### config.mk
export PLATFORM = sky130hd
export DESIGN_NAME = masked_box_smooth_patch
export DESIGN_NICKNAME = d
export VERILOG_FILES = /design/src/rtl/core/mbsp_pkg.sv /design/src/rtl/core/masked_box_smooth_patch.sv /design/src/rtl/core/mbsp_ram.sv /design/src/rtl/core/mbsp_ctrl.sv /design/src/rtl/core/mbsp_dp.sv
export SDC_FILE = /design/constraint.sdc
export NUM_CORES = 2
export LEC_CHECK = 0
export BUFFER_PORTS_ARGS = -buffer_cell sky130_fd_sc_hd__buf_2
export CAP_MARGIN = 30
export CORE_MARGIN = 2
export CORE_UTILIZATION = 35
export CTS_BUF_LIST = sky130_fd_sc_hd__clkbuf_8
export DETAILED_ROUTE_END_ITERATION = 12
export PLACE_DENSITY = 0.46
export SLEW_MARGIN = 20
export SYNTH_ARGS = -nofsm -noshare
export SYNTH_HDL_FRONTEND = slang
export SYNTH_SLANG_ARGS = --single-unit
### constraint.sdc
create_clock -name clock -period 8.8 [get_ports clock]
set_input_delay 0.88 -clock clock [delete_from_list [all_inputs] [get_ports clock]]
set_output_delay 0.88 -clock clock [all_outputs]
set_load 0.01 [all_outputs]
### src/rtl/core/mbsp_pkg.sv
// Shared types, sizes and helpers of the masked box smoothing block.
// Used by the controller, the datapath and the top level; no dependencies.

package mbsp_pkg;

   // patch geometry
   localparam int PatchWidth  = 16;
   localparam int PatchHeight = 16;
   localparam int RingRows    = 3;
   localparam int RingDepth   = RingRows * PatchWidth;

   // sample and arithmetic widths
   localparam int SampleW        = 16;
   localparam int IntensityFracW = 16;
   localparam int WordW          = 2 * SampleW;
   localparam int KernelMax      = 9;
   localparam int CountW         = $clog2(KernelMax + 1);
   localparam int SumW           = SampleW + CountW;
   localparam int RemW           = CountW + 1;
   localparam int DivCntW        = $clog2(SumW);

   // counter and address widths
   localparam int AddrW = $clog2(RingDepth);
   localparam int ColW  = $clog2(PatchWidth);
   localparam int RowW  = $clog2(PatchHeight);

   typedef logic [1:0]       slot_type;
   typedef logic [1:0]       kidx_type;
   typedef logic [ColW-1:0]  col_type;
   typedef logic [RowW-1:0]  row_type;
   typedef logic [AddrW-1:0] addr_type;

   typedef enum logic [2:0] {
      ST_IDLE,
      ST_DISPATCH,
      ST_KERNEL,
      ST_DRAIN,
      ST_DIV_INIT,
      ST_DIV,
      ST_MUL,
      ST_OUT
   } state_type;

   typedef enum logic [1:0] {
      PH_DIAG,
      PH_EDGE,
      PH_LAST,
      PH_DONE
   } phase_type;

   // kernel position inside the 3x3 window
   localparam kidx_type KFirst = 2'd0;
   localparam kidx_type KMid   = 2'd1;
   localparam kidx_type KLast  = 2'd2;

   typedef struct packed {
      logic     wr;
      logic     rd;
      addr_type addr;
      logic     acc_clear;
      logic     acc;
      logic     center;
      logic     div_init;
      logic     div_step;
      logic     mul;
      logic     load;
      logic     last;
   } dp_cmd_type;

   function automatic slot_type slot_prev(input slot_type s);
      slot_type r;
      r = (s == slot_type'(0)) ? slot_type'(RingRows - 1) : s - slot_type'(1);
      return r;
   endfunction

   function automatic slot_type slot_next(input slot_type s);
      slot_type r;
      r = (s == slot_type'(RingRows - 1)) ? slot_type'(0) : s + slot_type'(1);
      return r;
   endfunction

   function automatic addr_type ring_addr(input slot_type s, input col_type c);
      addr_type r;
      r = addr_type'(s) * addr_type'(PatchWidth) + addr_type'(c);
      return r;
   endfunction

endpackage

### src/rtl/core/masked_box_smooth_patch.sv
// Top level of the masked box smoothing block.
// Depends on mbsp_pkg, mbsp_ctrl and mbsp_dp (which holds mbsp_ram).

// A 16x16 patch of height samples enters in raster order, one word per
// sample, and every position leaves as the edge-normalized mean of itself and
// its in-bounds neighbors (cross of four, or all eight with large_kernel set),
// rounded to nearest and blended back toward the original height by the
// sample's Q0.16 brush intensity (zero intensity means full smoothing).
// Results come out in raster order: a sample releases the result one row up
// and one column left once that position's lower-right neighbor is present,
// the last column of a row follows the row below it, and the final sample of
// the patch releases the two pending results of the row above and then the
// whole bottom row, so that word yields 18 results.
// Sequence: after accepting a word the controller spends a dispatch step
// on each result it schedules and one on each scheduling step that finds
// nothing. Each scheduled result then passes through a nine-step walk
// over the 3x3 window (reading each included position from the ring
// memory), a drain step, a divider setup step, a 20-step bit-serial divide
// by the count of included samples, a multiply step and an output step.
// A stalled rsp_ side holds only the output step of the next result.
// The finished result sits in an output register, so a stalled rsp_ side
// does not hold up the next accepted word until another result is ready.
// The ring memory needs no clearing: only positions of the current patch that
// are already written are ever read. Write large_kernel only while idle.

module masked_box_smooth_patch (
   input  logic        clock,
   input  logic        reset,

   // configuration: large_kernel
   input  logic        csr_valid,
   output logic        csr_ready,
   input  logic        csr_data,

   // input words
   input  logic        req_tvalid,
   output logic        req_tready,
   input  logic [31:0] req_tdata,   // [15:0] height_sample, [31:16] brush_intensity

   // result words
   output logic        rsp_tvalid,
   input  logic        rsp_tready,
   output logic [15:0] rsp_tdata,   // [15:0] smoothed_height
   output logic        rsp_tlast    // last_of_patch
);
   import mbsp_pkg::*;

   dp_cmd_type cmd;

   // register writes complete in the same cycle
   assign csr_ready = 1'b1;

   mbsp_ctrl u_ctrl (
      .clock      (clock),
      .reset      (reset),
      .req_tvalid (req_tvalid),
      .req_tready (req_tready),
      .csr_valid  (csr_valid),
      .csr_data   (csr_data),
      .rsp_tready (rsp_tready),
      .rsp_tvalid (rsp_tvalid),
      .cmd        (cmd)
   );

   mbsp_dp u_dp (
      .clock     (clock),
      .cmd       (cmd),
      .req_tdata (req_tdata),
      .rsp_tdata (rsp_tdata),
      .rsp_tlast (rsp_tlast)
   );

endmodule

### src/rtl/core/mbsp_ram.sv
// Generic single-write, single-read RAM with registered read data.
// No dependencies.

module mbsp_ram #(
   parameter int Width = 32,
   parameter int Depth = 48
) (
   input  logic                     clock,
   input  logic                     we,
   input  logic [$clog2(Depth)-1:0] waddr,
   input  logic [Width-1:0]         wdata,
   input  logic                     re,
   input  logic [$clog2(Depth)-1:0] raddr,
   output logic [Width-1:0]         rdata
);

   logic [Width-1:0] mem_ff [Depth];
   logic [Width-1:0] rdata_ff;

   always_ff @(posedge clock) begin
      if (we) begin
         mem_ff[waddr] <= wdata;
      end
      if (re) begin
         rdata_ff <= mem_ff[raddr];
      end
   end

   assign rdata = rdata_ff;

endmodule

### src/rtl/core/mbsp_ctrl.sv
// Controller of the masked box smoothing block: position counters, result
// scheduling, kernel walk and divider sequencing. Depends on mbsp_pkg.

module mbsp_ctrl (
   input  logic               clock,
   input  logic               reset,
   input  logic               req_tvalid,
   output logic               req_tready,
   input  logic               csr_valid,
   input  logic               csr_data,
   input  logic               rsp_tready,
   output logic               rsp_tvalid,
   output mbsp_pkg::dp_cmd_type cmd
);
   import mbsp_pkg::*;

   state_type  state_ff, state_in;
   phase_type  phase_ff, phase_in;
   row_type    row_ff, row_in;
   col_type    col_ff, col_in;
   slot_type   slot_ff, slot_in;
   row_type    sr_ff, sr_in;
   col_type    sc_ff, sc_in;
   slot_type   ss_ff, ss_in;
   row_type    tr_ff, tr_in;
   col_type    tc_ff, tc_in;
   slot_type   ts_ff, ts_in;
   col_type    jc_ff, jc_in;
   kidx_type   kr_ff, kr_in;
   kidx_type   kc_ff, kc_in;
   logic [DivCntW-1:0] dcnt_ff, dcnt_in;
   logic       large_ff, large_in;
   logic       rsp_valid_ff, rsp_valid_in;
   logic       incl_ff, incl_in;
   logic       center_ff, center_in;

   logic       accept;
   logic       take;
   row_type    job_r;
   col_type    job_c;
   slot_type   job_s;
   phase_type  job_phase;
   logic       incl;
   logic       kend;
   logic       out_free;
   slot_type   rd_slot;
   col_type    rd_col;

   localparam row_type LastRow = row_type'(PatchHeight - 1);
   localparam col_type LastCol = col_type'(PatchWidth - 1);

   assign accept   = req_tvalid && (state_ff == ST_IDLE);
   assign out_free = !rsp_valid_ff || rsp_tready;
   assign kend     = (kr_ff == KLast) && (kc_ff == KLast);

   // pick the next result owed by the sample just written
   always_comb begin
      take      = 1'b0;
      job_r     = sr_ff;
      job_c     = sc_ff;
      job_s     = ss_ff;
      job_phase = phase_ff;
      unique case (phase_ff)
         PH_DIAG: begin
            take      = (sr_ff != row_type'(0)) && (sc_ff != col_type'(0));
            job_r     = sr_ff - row_type'(1);
            job_c     = sc_ff - col_type'(1);
            job_s     = slot_prev(ss_ff);
            job_phase = PH_EDGE;
         end
         PH_EDGE: begin
            take      = (sr_ff != row_type'(0)) && (sc_ff == LastCol);
            job_r     = sr_ff - row_type'(1);
            job_c     = LastCol;
            job_s     = slot_prev(ss_ff);
            job_phase = PH_LAST;
         end
         PH_LAST: begin
            take      = (sr_ff == LastRow) && (sc_ff == LastCol);
            job_r     = sr_ff;
            job_c     = jc_ff;
            job_s     = ss_ff;
            job_phase = (take && (jc_ff != LastCol)) ? PH_LAST : PH_DONE;
         end
         PH_DONE: begin
            take      = 1'b0;
         end
         default: begin
            take      = 1'b0;
         end
      endcase
   end

   // neighbor selection for the current kernel position
   always_comb begin
      logic row_ok;
      logic col_ok;
      logic diag;
      row_ok = !((kr_ff == KFirst) && (tr_ff == row_type'(0))) &&
               !((kr_ff == KLast) && (tr_ff == LastRow));
      col_ok = !((kc_ff == KFirst) && (tc_ff == col_type'(0))) &&
               !((kc_ff == KLast) && (tc_ff == LastCol));
      diag   = (kr_ff != KMid) && (kc_ff != KMid);
      incl   = row_ok && col_ok && (!diag || large_ff);
      unique case (kr_ff)
         KFirst:  rd_slot = slot_prev(ts_ff);
         KLast:   rd_slot = slot_next(ts_ff);
         default: rd_slot = ts_ff;
      endcase
      rd_col = tc_ff + col_type'(kc_ff) - col_type'(1);
   end

   // next state
   always_comb begin
      state_in = state_ff;
      unique case (state_ff)
         ST_IDLE:     if (accept) state_in = ST_DISPATCH;
         ST_DISPATCH: begin
            if (phase_ff == PH_DONE) begin
               state_in = ST_IDLE;
            end else if (take) begin
               state_in = ST_KERNEL;
            end
         end
         ST_KERNEL:   if (kend) state_in = ST_DRAIN;
         ST_DRAIN:    state_in = ST_DIV_INIT;
         ST_DIV_INIT: state_in = ST_DIV;
         ST_DIV:      if (dcnt_ff == DivCntW'(SumW - 1)) state_in = ST_MUL;
         ST_MUL:      state_in = ST_OUT;
         ST_OUT:      if (out_free) state_in = ST_DISPATCH;
         default:     state_in = ST_IDLE;
      endcase
   end

   // outputs and datapath commands
   always_comb begin
      cmd           = '0;
      req_tready    = (state_ff == ST_IDLE);
      cmd.wr        = accept;
      cmd.addr      = (state_ff == ST_IDLE) ? ring_addr(slot_ff, col_ff)
                                            : ring_addr(rd_slot, rd_col);
      cmd.rd        = (state_ff == ST_KERNEL) && incl;
      cmd.acc_clear = (state_ff == ST_DISPATCH) && take;
      cmd.acc       = incl_ff;
      cmd.center    = center_ff;
      cmd.div_init  = (state_ff == ST_DIV_INIT);
      cmd.div_step  = (state_ff == ST_DIV);
      cmd.mul       = (state_ff == ST_MUL);
      cmd.load      = (state_ff == ST_OUT) && out_free;
      cmd.last      = (tr_ff == LastRow) && (tc_ff == LastCol);
   end

   // counters and held positions
   always_comb begin
      row_in       = row_ff;
      col_in       = col_ff;
      slot_in      = slot_ff;
      sr_in        = sr_ff;
      sc_in        = sc_ff;
      ss_in        = ss_ff;
      tr_in        = tr_ff;
      tc_in        = tc_ff;
      ts_in        = ts_ff;
      jc_in        = jc_ff;
      kr_in        = kr_ff;
      kc_in        = kc_ff;
      phase_in     = phase_ff;
      dcnt_in      = dcnt_ff;
      large_in     = csr_valid ? csr_data : large_ff;
      incl_in      = (state_ff == ST_KERNEL) && incl;
      center_in    = (state_ff == ST_KERNEL) && (kr_ff == KMid) && (kc_ff == KMid);
      rsp_valid_in = cmd.load || (rsp_valid_ff && !rsp_tready);

      if (accept) begin
         // hold the position just written, advance to the next one
         sr_in    = row_ff;
         sc_in    = col_ff;
         ss_in    = slot_ff;
         jc_in    = col_type'(0);
         phase_in = PH_DIAG;
         if (col_ff == LastCol) begin
            col_in = col_type'(0);
            if (row_ff == LastRow) begin
               row_in  = row_type'(0);
               slot_in = slot_type'(0);
            end else begin
               row_in  = row_ff + row_type'(1);
               slot_in = slot_next(slot_ff);
            end
         end else begin
            col_in = col_ff + col_type'(1);
         end
      end

      if (state_ff == ST_DISPATCH) begin
         phase_in = job_phase;
         if (take) begin
            tr_in = job_r;
            tc_in = job_c;
            ts_in = job_s;
            kr_in = KFirst;
            kc_in = KFirst;
            if (phase_ff == PH_LAST) begin
               jc_in = jc_ff + col_type'(1);
            end
         end
      end

      if (state_ff == ST_KERNEL) begin
         if (kc_ff == KLast) begin
            kc_in = KFirst;
            kr_in = kr_ff + kidx_type'(1);
         end else begin
            kc_in = kc_ff + kidx_type'(1);
         end
      end

      if (state_ff == ST_DIV_INIT) begin
         dcnt_in = '0;
      end else if (state_ff == ST_DIV) begin
         dcnt_in = dcnt_ff + DivCntW'(1);
      end
   end

   always_ff @(posedge clock) begin
      if (reset) begin
         state_ff     <= ST_IDLE;
         phase_ff     <= PH_DONE;
         row_ff       <= '0;
         col_ff       <= '0;
         slot_ff      <= '0;
         large_ff     <= 1'b0;
         rsp_valid_ff <= 1'b0;
         incl_ff      <= 1'b0;
         center_ff    <= 1'b0;
      end else begin
         state_ff     <= state_in;
         phase_ff     <= phase_in;
         row_ff       <= row_in;
         col_ff       <= col_in;
         slot_ff      <= slot_in;
         large_ff     <= large_in;
         rsp_valid_ff <= rsp_valid_in;
         incl_ff      <= incl_in;
         center_ff    <= center_in;
      end
   end

   always_ff @(posedge clock) begin
      sr_ff   <= sr_in;
      sc_ff   <= sc_in;
      ss_ff   <= ss_in;
      tr_ff   <= tr_in;
      tc_ff   <= tc_in;
      ts_ff   <= ts_in;
      jc_ff   <= jc_in;
      kr_ff   <= kr_in;
      kc_ff   <= kc_in;
      dcnt_ff <= dcnt_in;
   end

   assign rsp_tvalid = rsp_valid_ff;

endmodule

### src/rtl/core/mbsp_dp.sv
// Datapath of the masked box smoothing block: three-row ring memory,
// neighbor accumulator, bit-serial divider, blend multiply and output word.
// Depends on mbsp_pkg and mbsp_ram.

module mbsp_dp (
   input  logic                         clock,
   input  mbsp_pkg::dp_cmd_type         cmd,
   input  logic [mbsp_pkg::WordW-1:0]   req_tdata,
   output logic [mbsp_pkg::SampleW-1:0] rsp_tdata,
   output logic                         rsp_tlast
);
   import mbsp_pkg::*;

   logic [WordW-1:0]   rd_word;
   logic [SampleW-1:0] rd_h;
   logic [SampleW-1:0] rd_i;

   logic [SumW-1:0]    sum_ff, sum_in;
   logic [CountW-1:0]  cnt_ff, cnt_in;
   logic [SampleW-1:0] h_ff, h_in;
   logic [SampleW-1:0] i_ff, i_in;
   logic [SumW-1:0]    num_ff, num_in;
   logic [RemW-1:0]    rem_ff, rem_in;
   logic signed [SampleW:0] scl_ff, scl_in;
   logic [SampleW-1:0] out_ff, out_in;
   logic               last_ff, last_in;

   logic [RemW-1:0]    trial;
   logic               ge;
   logic signed [SampleW:0]       delta;
   logic signed [2*SampleW+1:0]   prod;
   logic signed [SampleW+1:0]     res;

   mbsp_ram #(
      .Width(WordW),
      .Depth(RingDepth)
   ) u_ring (
      .clock (clock),
      .we    (cmd.wr),
      .waddr (cmd.addr),
      .wdata (req_tdata),
      .re    (cmd.rd),
      .raddr (cmd.addr),
      .rdata (rd_word)
   );

   assign rd_h = rd_word[SampleW-1:0];
   assign rd_i = rd_word[WordW-1:SampleW];

   // restoring divider step: one quotient bit per cycle
   assign trial = {rem_ff[RemW-2:0], num_ff[SumW-1]};
   assign ge    = trial >= RemW'(cnt_ff);

   assign delta = $signed({1'b0, h_ff}) - $signed({1'b0, num_ff[SampleW-1:0]});
   assign prod  = delta * $signed({1'b0, i_ff});
   assign res   = $signed({2'b00, h_ff}) - $signed({scl_ff[SampleW], scl_ff});

   always_comb begin
      sum_in  = sum_ff;
      cnt_in  = cnt_ff;
      h_in    = h_ff;
      i_in    = i_ff;
      num_in  = num_ff;
      rem_in  = rem_ff;
      scl_in  = scl_ff;
      out_in  = out_ff;
      last_in = last_ff;

      if (cmd.acc_clear) begin
         sum_in = '0;
         cnt_in = '0;
      end else if (cmd.acc) begin
         sum_in = sum_ff + SumW'(rd_h);
         cnt_in = cnt_ff + CountW'(1);
      end

      if (cmd.center) begin
         h_in = rd_h;
         i_in = rd_i;
      end

      if (cmd.div_init) begin
         // bias by half the count for round-to-nearest
         num_in = sum_ff + SumW'(cnt_ff >> 1);
         rem_in = '0;
      end else if (cmd.div_step) begin
         num_in = {num_ff[SumW-2:0], ge};
         rem_in = ge ? (trial - RemW'(cnt_ff)) : trial;
      end

      if (cmd.mul) begin
         // floor of delta * intensity / 2^16; zero intensity keeps delta
         scl_in = (i_ff != '0) ? prod[IntensityFracW+SampleW:IntensityFracW] : delta;
      end

      if (cmd.load) begin
         priority if (res < 0) begin
            out_in = '0;
         end else if (res > $signed({2'b00, {SampleW{1'b1}}})) begin
            out_in = {SampleW{1'b1}};
         end else begin
            out_in = res[SampleW-1:0];
         end
         last_in = cmd.last;
      end
   end

   always_ff @(posedge clock) begin
      sum_ff  <= sum_in;
      cnt_ff  <= cnt_in;
      h_ff    <= h_in;
      i_ff    <= i_in;
      num_ff  <= num_in;
      rem_ff  <= rem_in;
      scl_ff  <= scl_in;
      out_ff  <= out_in;
      last_ff <= last_in;
   end

   assign rsp_tdata = out_ff;
   assign rsp_tlast = last_ff;

endmodule

Yosys cells after proc, flatten, opt, wreduce, memory -nomap -nowiden:

Memories as Yosys holds them, arrays and structs flattened. A register that Yosys moved wholly into a read port is not among the register bits.
Index checks and enable logic that the tools add are counted.

* logic and storage cells: 183
* memory bits (writable): 1536
* bits in registers: 166
* input bits: 38
* memories kept: 1
* output and inout port bits: 20

Memories
* u_dp.u_ring.mem_ff: depth 48, width 32, rd ports 1, clocked after Yosys merged registers in 1, wr ports 1, line mbsp_ram.sv:17 `logic [Width-1:0] mem_ff [Depth];`

* multipliers: 1
* reductions and logical operators: 53
* multiplexer cells: 43
* magnitude comparators: 3
* eq/ne operators: 32
* add/sub/neg operators: 22

Operator list (count)
* two-way mux 20 bit: 2
* multiplier 17 x 17 -> 33 bit: 1
* two-way mux 2 bit: 16
* two-way mux 4 bit: 8
* == test 4 bit, second input constant: 6
* case mux 3 bit (8 select lines): 1
* logical AND 1 bit: 22
* adder 20 x 16 -> 20 bit: 1
* adder 20 x 3 -> 20 bit: 1
* > comparator 18 x 17 -> 1 bit, second input constant: 1
* < comparator 18 x 1 -> 1 bit, second input constant: 1
* two-way mux 3 bit: 6
* subtractor 17 x 17 -> 18 bit: 1
* two-way mux 17 bit: 1
* subtractor 16 x 16 -> 17 bit: 1
* adder 4 x 1 -> 4 bit, second input constant: 4
* two-way mux 16 bit: 1
* nonzero test 16 bit: 1
* adder 6 x 4 -> 6 bit: 2
* == test 2 bit, second input constant: 6
* == test 3 bit, second input constant: 4
* != test 2 x 1 -> 1 bit, second input constant: 6
* case mux 4 bit (3 select lines): 1
* subtractor 4 x 1 -> 4 bit, second input constant: 3
* other kinds (27): 57

Longest topological paths before layout:

* depth in word-level cells: 7
* depth in mapped cells: 33
* mapped depth without buffers: 32

Modules after synthesis:

From an unflattened synthesis, not the netlist that was laid out.

* cells, all modules: 5012
* area total of the unflattened synthesis: 80299.5 um2

Modules (own cells, without submodules)
* mbsp_ram: seq. area each 47085.2 um2, cells an instance 2912, area each 60481.8 um2, times used 1
* mbsp_dp: seq. area each 3143.0 um2, cells an instance 1783, area each 16853.7 um2, times used 1
* mbsp_ctrl: seq. area each 1261.2 um2, cells an instance 315, area each 2952.8 um2, times used 1
* masked_box_smooth_patch: seq. area each 0.0 um2, cells an instance 2, area each 11.3 um2, times used 1

Least setup slack after synthesis:

No wires, ideal clock.

* path type: reg-to-reg
* start: register u_dp.num_ff[0]
* end: register u_dp.scl_ff[14], data pin
* stages on the path, launching flop included: 32
* path buffers: 1
* data required time: 8.546 ns
* period minus slack after synthesis: 8.084 ns
* setup time: 0.254 ns
* arrival: 7.829 ns
* slack: 0.716 ns
* cells stage by stage: edfxtp_1 -> ha_1 -> fa_1 -> nor2b_1 -> o21ai_0 -> a21oi_1 -> nor4_1 -> o31a_1 -> o21bai_1 -> a31oi_1 -> xnor2_1 -> clkbuf_1 -> nand2_1 -> fa_1 -> fa_1 -> fa_1 -> inv_1 -> fa_1 -> fa_1 -> inv_1 -> fa_1 -> inv_1 -> ha_1 -> a21oi_1 -> o21ai_0 -> a2111oi_0 -> nor3_1 -> o2111ai_1 -> nand3_1 -> a2111oi_0 -> o21ai_0 -> o21a_1

* word-level cells in the longest chain between the ends: 3

RTL lines
* start, declared: line mbsp_dp.sv:22 `logic [SumW-1:0] num_ff, num_in;`
* start signal, assigned: line mbsp_dp.sv:113 `num_ff <= num_in;`
* subtractor 16 x 16 -> 17 bit *: line mbsp_dp.sv:54 `assign delta = $signed({1'b0, h_ff}) - $signed({1'b0, num_ff[SampleW-1:0]});`
* multiplier 17 x 17 -> 33 bit: line mbsp_dp.sv:55 `assign prod = delta * $signed({1'b0, i_ff});`
* two-way mux 17 bit *: line mbsp_dp.sv:93 `scl_in = (i_ff != '0) ? prod[IntensityFracW+SampleW:IntensityFracW] : delta;`
* end signal, assigned: line mbsp_dp.sv:115 `scl_ff <= scl_in;`
* end, declared: line mbsp_dp.sv:24 `logic signed [SampleW:0] scl_ff, scl_in;`

Mark *: on every way between the ends. The rest lies on a longest branch, timed or not.
A chain may end at the register's enable or synchronous reset.

Final worst setup path:

* start: register u_dp.num_ff[0]
* end: register u_dp.scl_ff[16], data pin

Same word-level chain as after synthesis.

==> impl_metrics.json <==
{
  "maxSlewHeadroom": 0.271,
  "powerDensity_nw_per_um2": 412,
  "finalWorstSetupSlack_ns": 0.549,
  "synth_flop_cell": "edfxtp_1",
  "muxShareOfSynthArea": 0.00926,
  "grt_pass1_vias": 47700,
  "path_class": "reg2reg",
  "avgSynthCellArea_um2": 14.5,
  "synth_nets": 5815,
  "clock_sinks": 1734,
  "holdPathEnd": "u_ctrl.large_ff",
  "wirelength_um": 245000,
  "clockBufferDepth": 4,
  "period_share": 0.938,
  "cts_root_buffer": "clkbuf_8",
  "crit_required_ns": 9.54,
  "grt.total_usage": 0.216,
  "worst-slew-pin-transition_ns": 1.09,
  "intPower_mw": 20.2,
  "dieHeight_um": 473,
  "cp-start-kind": "flip-flop",
  "use_met2": 0.357,
  "gr-usage-met3": 0.0384,
  "die_w_um": 473,
  "gp_congestion": 0.806,
  "max_stage_delay_ns": 0.54,
  "grtUsageMet1": 0.292,
  "synthCells": 5337,
  "critPathMostFrequentCell": "fa_1",
  "htree_levels": 5,
  "io_buffers": 56,
  "via_per_inst": 5.45,
  "wl_per_cell_um": 28.1,
  "start_util": 0.352,
  "cts_tree": "built",
  "p_switching_mw": 15.8,
  "drive_above_1_share": 0.125,
  "final_cell_mix": "1676 x edfxtp_1, 520 x inv_1, 496 x nand2_1",
  "yosys.area_share.simple": 0.0578,
  "synth_top_family_by_area": "compound AO/OA/AOI/OAI gates",
  "num_vias": 47400,
  "grt_most_used_layer": "met2",
  "drt_first_iter_violations": 4313,
  "pre_cts_ws_ns": 0.0746,
  "drv_cap": 0,
  "ys_warn_count": 0,
  "finalPower_mw": 36.0,
  "insertion_delay_ns": 1.06,
  "synth-xor-area-share": 0.0121,
  "route.detailed.drc": 0,
  "place_hpwl_um": 138000,
  "fin_area_um2": 87500,
  "r2r_end": "u_dp.scl_ff[16]",
  "min_period_ns": 8.25,
  "synth_compound_gate_area_share": 0.119,
  "syn-cell-area_um2": 77100,
  "async_flop_share": 0,
  "outcome": "finished clean",
  "grt_pass1_wl_um": 349000,
  "antenna_found_initial": 17,
  "fmax_mhz": 121,
  "seq_area_frac_synth": 0.667,
  "arrival_ns": 8.99,
  "synth_top_area_share": 0.652,
  "cts_inserted_buffers": 306,
  "swShare": 0.439,
  "core_area_um2": 219000,
  "hp-start": "csr_data",
  "synth_seq_cells": 1734,
  "syn_to_final_growth_pct": 13.4,
  "io_pins": 58,
  "grt_max_degree": 106,
  "skew_ns": 0.104,
  "num_rows": 172,
  "dpl_cell_area_um2": 82000,
  "synth_top_area_cell": "edfxtp_1",
  "rrSetupSlack_ns": 0.55,
  "pwr-share-seq": 0.283,
  "die_area_um2": 224000,
  "worstSetupEndpointType": "flip-flop",
  "cellLeakagePower_nw": 30.5,
  "synth-edff-count": 1676,
  "hold_depth": 3,
  "crit-reg2reg-launch": "u_dp.num_ff[0]",
  "slowest_stage": "fa_1",
  "worstRegToRegCells": 34,
  "final_common_cell": "edfxtp_1",
  "crit_family": "adder cells",
  "drv_slew": 0,
  "hold_violations": 0,
  "comb_power_share": 0.531,
  "hold_class": "in2reg",
  "synthAdderAreaFrac": 0.0985,
  "setup_viol": 0,
  "synthTopCellsByArea": "edfxtp_1 65%, fa_1 7.1%, ha_1 2.7%, nand2_1 2.4%, a22oi_1 2.3%",
  "path_buf_inv": 7,
  "peakVddDrop_mv": 0.511,
  "drt_pass1_iterations": 5,
  "grt_overflow": 0,
  "nNetsFinal": 6091,
  "clockPowerShare": 0.186,
  "hold_buffers": 0,
  "cts.reportedPaths.clkPinSlew_ns": 0.07,
  "ant_nets": 0,
  "synth_cell_types": 70,
  "path_max_fanout": 6
}
==> final cells by class <==
class,count,area [um^2]
Antenna cell,12,30.0
Sequential cell,1734,51500
Timing Repair Buffer,252,2010
Tap cell,2871,3590
Multi-Input combinational cell,2909,23500
Clock inverter,190,865
Fill cell,20300,132000
Inverter,410,1540
Clock buffer,321,4420
==> metrics by stage <==
stage / std cells / TNS [ns] / util / hold WS [ns]
after floorplan: 5337 / 0 / - / 0.400
after global placement: 8162 / 0 / 0.373 / 0.404
after detailed placement: 8172 / 0 / 0.374 / 0.406
after CTS: 8683 / 0 / 0.398 / 0.0170
after global routing: 8691 / -0.0171 / 0.399 / 0.0898
final: 8699 / 0 / 0.399 / 0.103
==> flip-flops by register name (all words and copies together) (netlist names), 3 cells and up <==
register and flops:
u_ctrl.jc_ff 4, u_ctrl.col_ff 4, u_dp.i_ff 16, u_ctrl.row_ff 4, u_dp.rem_ff 4, u_dp.scl_ff 17
u_dp.u_ring.mem_ff 1536, u_dp.cnt_ff 4, u_dp.num_ff 20, u_ctrl.sc_ff 4, u_ctrl.tc_ff 4, u_dp.h_ff 16
u_ctrl.state_ff 3, u_ctrl.sr_ff 4, u_ctrl.dcnt_ff 5, u_dp.u_ring.rdata 32, u_ctrl.tr_ff 4, u_dp.rsp_tdata 16
u_dp.sum_ff 20
==> cells by family (layout without fill, tap and decap cells) <==
kind of cell	Yosys count	in the layout
compound gates	1320	1320
xor+xnor	107	107
fa+ha+maj	445	445
buf+inv	694	1173
flops	1734	1734
mux	51	51
other cells	1	13
simple gates	985	985
==> power groups by stage <==
stage	clock network (mW)	registers (mW)	logic, mW
finish	6.70	10.2	19.1
global route	7.22	10.2	20.8
CTS	6.86	10.2	19.0
detailed placement	0	10.4	19.0
global placement	0	10.4	18.9
floorplan	0	10.3	11.3
==> worst max path at each step <==
stage,endpoint,cells past startpoint,start,slack [ns]
floorplan,u_dp.scl_ff[14],31,u_dp.num_ff[0],0.72
global placement,u_dp.scl_ff[16],34,u_dp.num_ff[0],0.01
detailed placement,u_dp.scl_ff[16],34,u_dp.num_ff[0],0.07
CTS,u_dp.scl_ff[16],34,u_dp.num_ff[0],0.03
global route,u_dp.scl_ff[16],34,u_dp.num_ff[0],-0.02
finish,u_dp.scl_ff[16],34,u_dp.num_ff[0],0.55
==> metal layers <==
| metal | vias to the layer above | part of all wire |
|---|---|---|
| met5 | - | 0.00012 |
| li1 | 20700 | - |
| met2 | 1578 | 0.48 |
| met4 | 6 | 0.023 |
| met3 | 387 | 0.062 |
| met1 | 24800 | 0.43 |
==> cell usage after synthesis, types with 15 or more instances <==
cell / count
a211oi_1: 52
and2_1: 120
nand2_1: 500
ha_1: 168
nor4_1: 22
a22oi_1: 240
o31ai_1: 16
o21ai_0: 104
o21a_1: 24
buf_1: 36
clkbuf_1: 130
nor2_1: 166
buf_2: 110
a21oi_1: 334
nor2b_1: 39
o221ai_1: 15
a22o_1: 131
inv_1: 410
nor3_1: 28
nand3_1: 44
a31oi_1: 106
a21o_1: 24
nand2b_1: 19
fa_1: 272
xnor2_1: 69
o211ai_1: 36
dfxtp_1: 58
a221oi_1: 160
mux2i_1: 23
nand4_1: 16
xor2_1: 38
edfxtp_1: 1676
==> worst min-delay path, delay by kind of cell <==
| family | cells | cell delay (ns) |
|---|---|---|
| mux | 1 | 0.05 |
| buf+inv | 1 | 0.07 |
| simple gates | 1 | 0.07 |
==> timing repair <==
action                                 in CTS  in global routing
setup endpoints to repair                   0                 11
endpoints found under the hold margin       0                  0
setup buffers                               0                  1
gates resized for setup                     0                 15
Note: power is estimated with default switching activity, not from simulation.
